File: config.mk
export PLATFORM = sky130hd
export DESIGN_NAME = msc_ram
export DESIGN_NICKNAME = d
export VERILOG_FILES = /design/src/hw/rtl/msc_ram.sv
export SDC_FILE = /design/constraint.sdc
export NUM_CORES = 1
export LEC_CHECK = 0
export BUFFER_PORTS_ARGS = -buffer_cell sky130_fd_sc_hd__buf_2
export CAP_MARGIN = 25
export CELL_PAD_IN_SITES_DETAIL_PLACEMENT = 0
export CELL_PAD_IN_SITES_GLOBAL_PLACEMENT = 1
export CORE_MARGIN = 4
export CORE_UTILIZATION = 59
export CTS_CLUSTER_DIAMETER = 30
export DETAILED_ROUTE_END_ITERATION = 8
export PLACE_DENSITY = 0.86
export REMOVE_ABC_BUFFERS = 1
export SLEW_MARGIN = 20
export SYNTH_ARGS = -nofsm -noshare
export SYNTH_HDL_FRONTEND = slang
export SYNTH_SLANG_ARGS = --single-unit
File: constraint.sdc
create_clock -name i_clk -period 8 [get_ports i_clk]
set_clock_uncertainty 0.1 [all_clocks]
set_input_delay 1.6 -clock i_clk [delete_from_list [all_inputs] [get_ports i_clk]]
set_output_delay 1.6 -clock i_clk [all_outputs]
set_load 0.01 [all_outputs]
File: src/hw/rtl/msc_ram.sv
`default_nettype none
module msc_ram #(
    parameter int WIDTH = 32,
    parameter int DEPTH = 16
) (
    input  wire logic                     i_clk,
    input  wire logic                     i_we,
    input  wire logic [$clog2(DEPTH)-1:0] i_waddr,
    input  wire logic [WIDTH-1:0]         i_wdata,
    input  wire logic [$clog2(DEPTH)-1:0] i_raddr,
    output logic      [WIDTH-1:0]         o_rdata
);
    logic [WIDTH-1:0] r_mem [DEPTH];

    always_ff @(posedge i_clk) begin
        if (i_we) begin
            r_mem[i_waddr] <= i_wdata;
        end
        o_rdata <= r_mem[i_raddr];
    end
endmodule
`default_nettype wire

==> metrics.cfg <==
[status]
outcome = finished clean

[clocking]
cts.sink_count = 544
insertion_delay_ns = 0.59
cts_resized = 0
cts_tree = done
cts.clk_slew.worst_paths_ns = 0.06
cts-root-buf = clkbuf_16
postCtsHoldBufs = 0
cts_buffers = 89
clock_path_buffers = 3
cts_setup_buffers = 0
cts_max_level = 3

[routing]
wl_per_cell_um = 30.8
finalWirelength_um = 46300
ant_nets = 0
routed_via_density = 6.52
drc_errors = 0
vias = 9803
drt_iter0_markers = 1331
dr.pass1.iters = 5

[worst_setup_path]
reg2reg_depth = 3
r2r_end = o_rdata[30]$_DFF_P_
rrSetupSlack_ns = 6.43
r2r-start = r_mem[8][30]$_DFFE_PP_
cp.arrival_ns = 4.02
cp-startpoint = i_raddr[1]
critical_path_class = in -> reg
end_kind = register
worstPathMaxFanout = 67
start_kind = input pin
required_ns = 8.35
cp-endpoint = o_rdata[17]$_DFF_P_

[final_layout]
regArea_mm2 = 0.0160
final_cell_area_mm2 = 0.0240
area_delta_synth_final_pct = 20.7
layout_common_cells = edfxtp_1 (512), mux4_2 (128), clkbuf_16 (91), buf_2 (71), a22oi_1 (64)
nFillCells = 1758
finalNetCount = 1026
drive_gt1_share_pct = 37.7
mostFrequentLayoutCell = edfxtp_1
final_cells = 1503
multiInputGateArea_mm2 = 0.00375

[global_route]
grt_remaining_overflow = 0
grt_max_degree = 68
grt_pass1_vias = 10400
grt_pass1_wl_um = 68500
grt_antenna_before_repair = 3
track_usage_pct = 26.1

[timing]
worst_slew_margin_rel_pct = 31.4
grt_setup_unrepaired = false
fin_crit_sh_pct = 45.9
tns_ns = 0
finalHoldViolCount = 0
fin_crit_ns = 3.68
finalSetupViolations = 0
slew_violations = 0
max_clock_freq_ghz = 0.272
worstMarginPinSlew_ns = 1.03

[floorplanning]
die_area_mm2 = 0.0366
ios = 74
fp.dieH_um = 191
rows = 66
core_mm2 = 0.0329
start_util_pct = 60.4
die_x_um = 191

[synth]
ys_warn_count = 0
synth-seq-area-share_pct = 80.7
syn_avg_cell_area_um2 = 23.7
yosysTopAreaCell = edfxtp_1
synth_cell_types = 18
synth.area.top_cells = edfxtp_1 (77%), mux4_2 (15%), dfxtp_1 (3.2%)
syn_inst = 838
synth-seq-cells = 544
syn_area_mm2 = 0.0199
synth_top_area_share_pct = 77.4

[power]
p_per_area_mw_per_mm2 = 308
vdd_drop_max_v = 0.000176
power_leakage_nw = 7.92

[placement]
placed_area_mm2 = 0.0209
dp_hpwl_um = 21000
gp_congestion = 0.712
placed_cells = 1335
port_buffers = 73

[run]
drv_cap = 0

[min_path]
hold_path.class = reg -> reg

-- through the flow --
stage          utilization, %  hold slack [ns]  power [mW]  worst slack, ns
2_1_floorplan               -            0.535        3.39             3.12
3_3_place_gp             63.5            0.550        3.53             3.83
3_5_place_dp             63.5            0.558        3.54             3.83
4_1_cts                  72.9            0.567        7.42             4.32
5_1_grt                  72.9            0.588        7.59             4.15
6_report                 72.9            0.570        7.38             4.32
-- cells in the mapped netlist (all sizes together) --
cell type	n
edfxtp	512
mux4	128
a22oi	64
nand2	33
dfxtp	32
buf	26
clkbuf	17
nor2	13
nor3	4
nand2b	2
nand3b	2
nor2b	2
and2	1
nand3	1
or3b	1
-- final cells by class --
type	count	share of cell area, %
sequential	544	66.8
multi-input combinational	251	15.6
clock buffer	106	9.95
clock inverter	59	2.87
timing repair buffer	98	2.37
tap	442	2.31
antenna	3	0.0313
-- power breakdown --
group	leakage, nW	total (mW)	switching (mW)	internal (mW)
logic	1.56	0.281	0.169	0.112
registers	4.89	3.22	0.0258	3.19
clock network	1.47	3.88	1.38	2.51
-- state kept, by name, indices dropped and copies added (netlist names) --
| signal | cells |
|---|---|
| r_mem | 512 |
| o_rdata | 32 |
-- cells by family after synthesis --
logic type,after synthesis,synth area share [%]
flops,544,80.7
compound gates,64,2.42
buf+inv,43,1.12
simple gates,59,1.27
mux,128,14.5
-- critical path, stage by stage --
cell     delay [ns]
buf_4          0.63
buf_4          0.90
mux4_2         0.41
a22oi_1        0.23
nand2_1        0.12
-- worst min path at each step --
stage | start | endpoint | slack [ns] | depth (start not counted)
floorplan | r_mem[14][0]$_DFFE_PP_ | o_rdata[0]$_DFF_P_ | 0.53 | 3
CTS | r_mem[6][25]$_DFFE_PP_ | o_rdata[25]$_DFF_P_ | 0.57 | 3
detailed placement | r_mem[6][12]$_DFFE_PP_ | o_rdata[12]$_DFF_P_ | 0.56 | 3
global placement | r_mem[14][27]$_DFFE_PP_ | o_rdata[27]$_DFF_P_ | 0.55 | 3
finish | r_mem[6][25]$_DFFE_PP_ | o_rdata[25]$_DFF_P_ | 0.57 | 3
global route | r_mem[12][3]$_DFFE_PP_ | o_rdata[3]$_DFF_P_ | 0.59 | 3
-- routing by layer --
layer	part of all wire [%]	up-vias	GRT usage (%)
met5	0	-	0
met4	2.4	0	8.43
met3	10	96	6.90
met2	51	730	42.5
met1	36	5077	35.3
li1	-	3900	-
No activity file was read; power rests on OpenSTA's default activity.
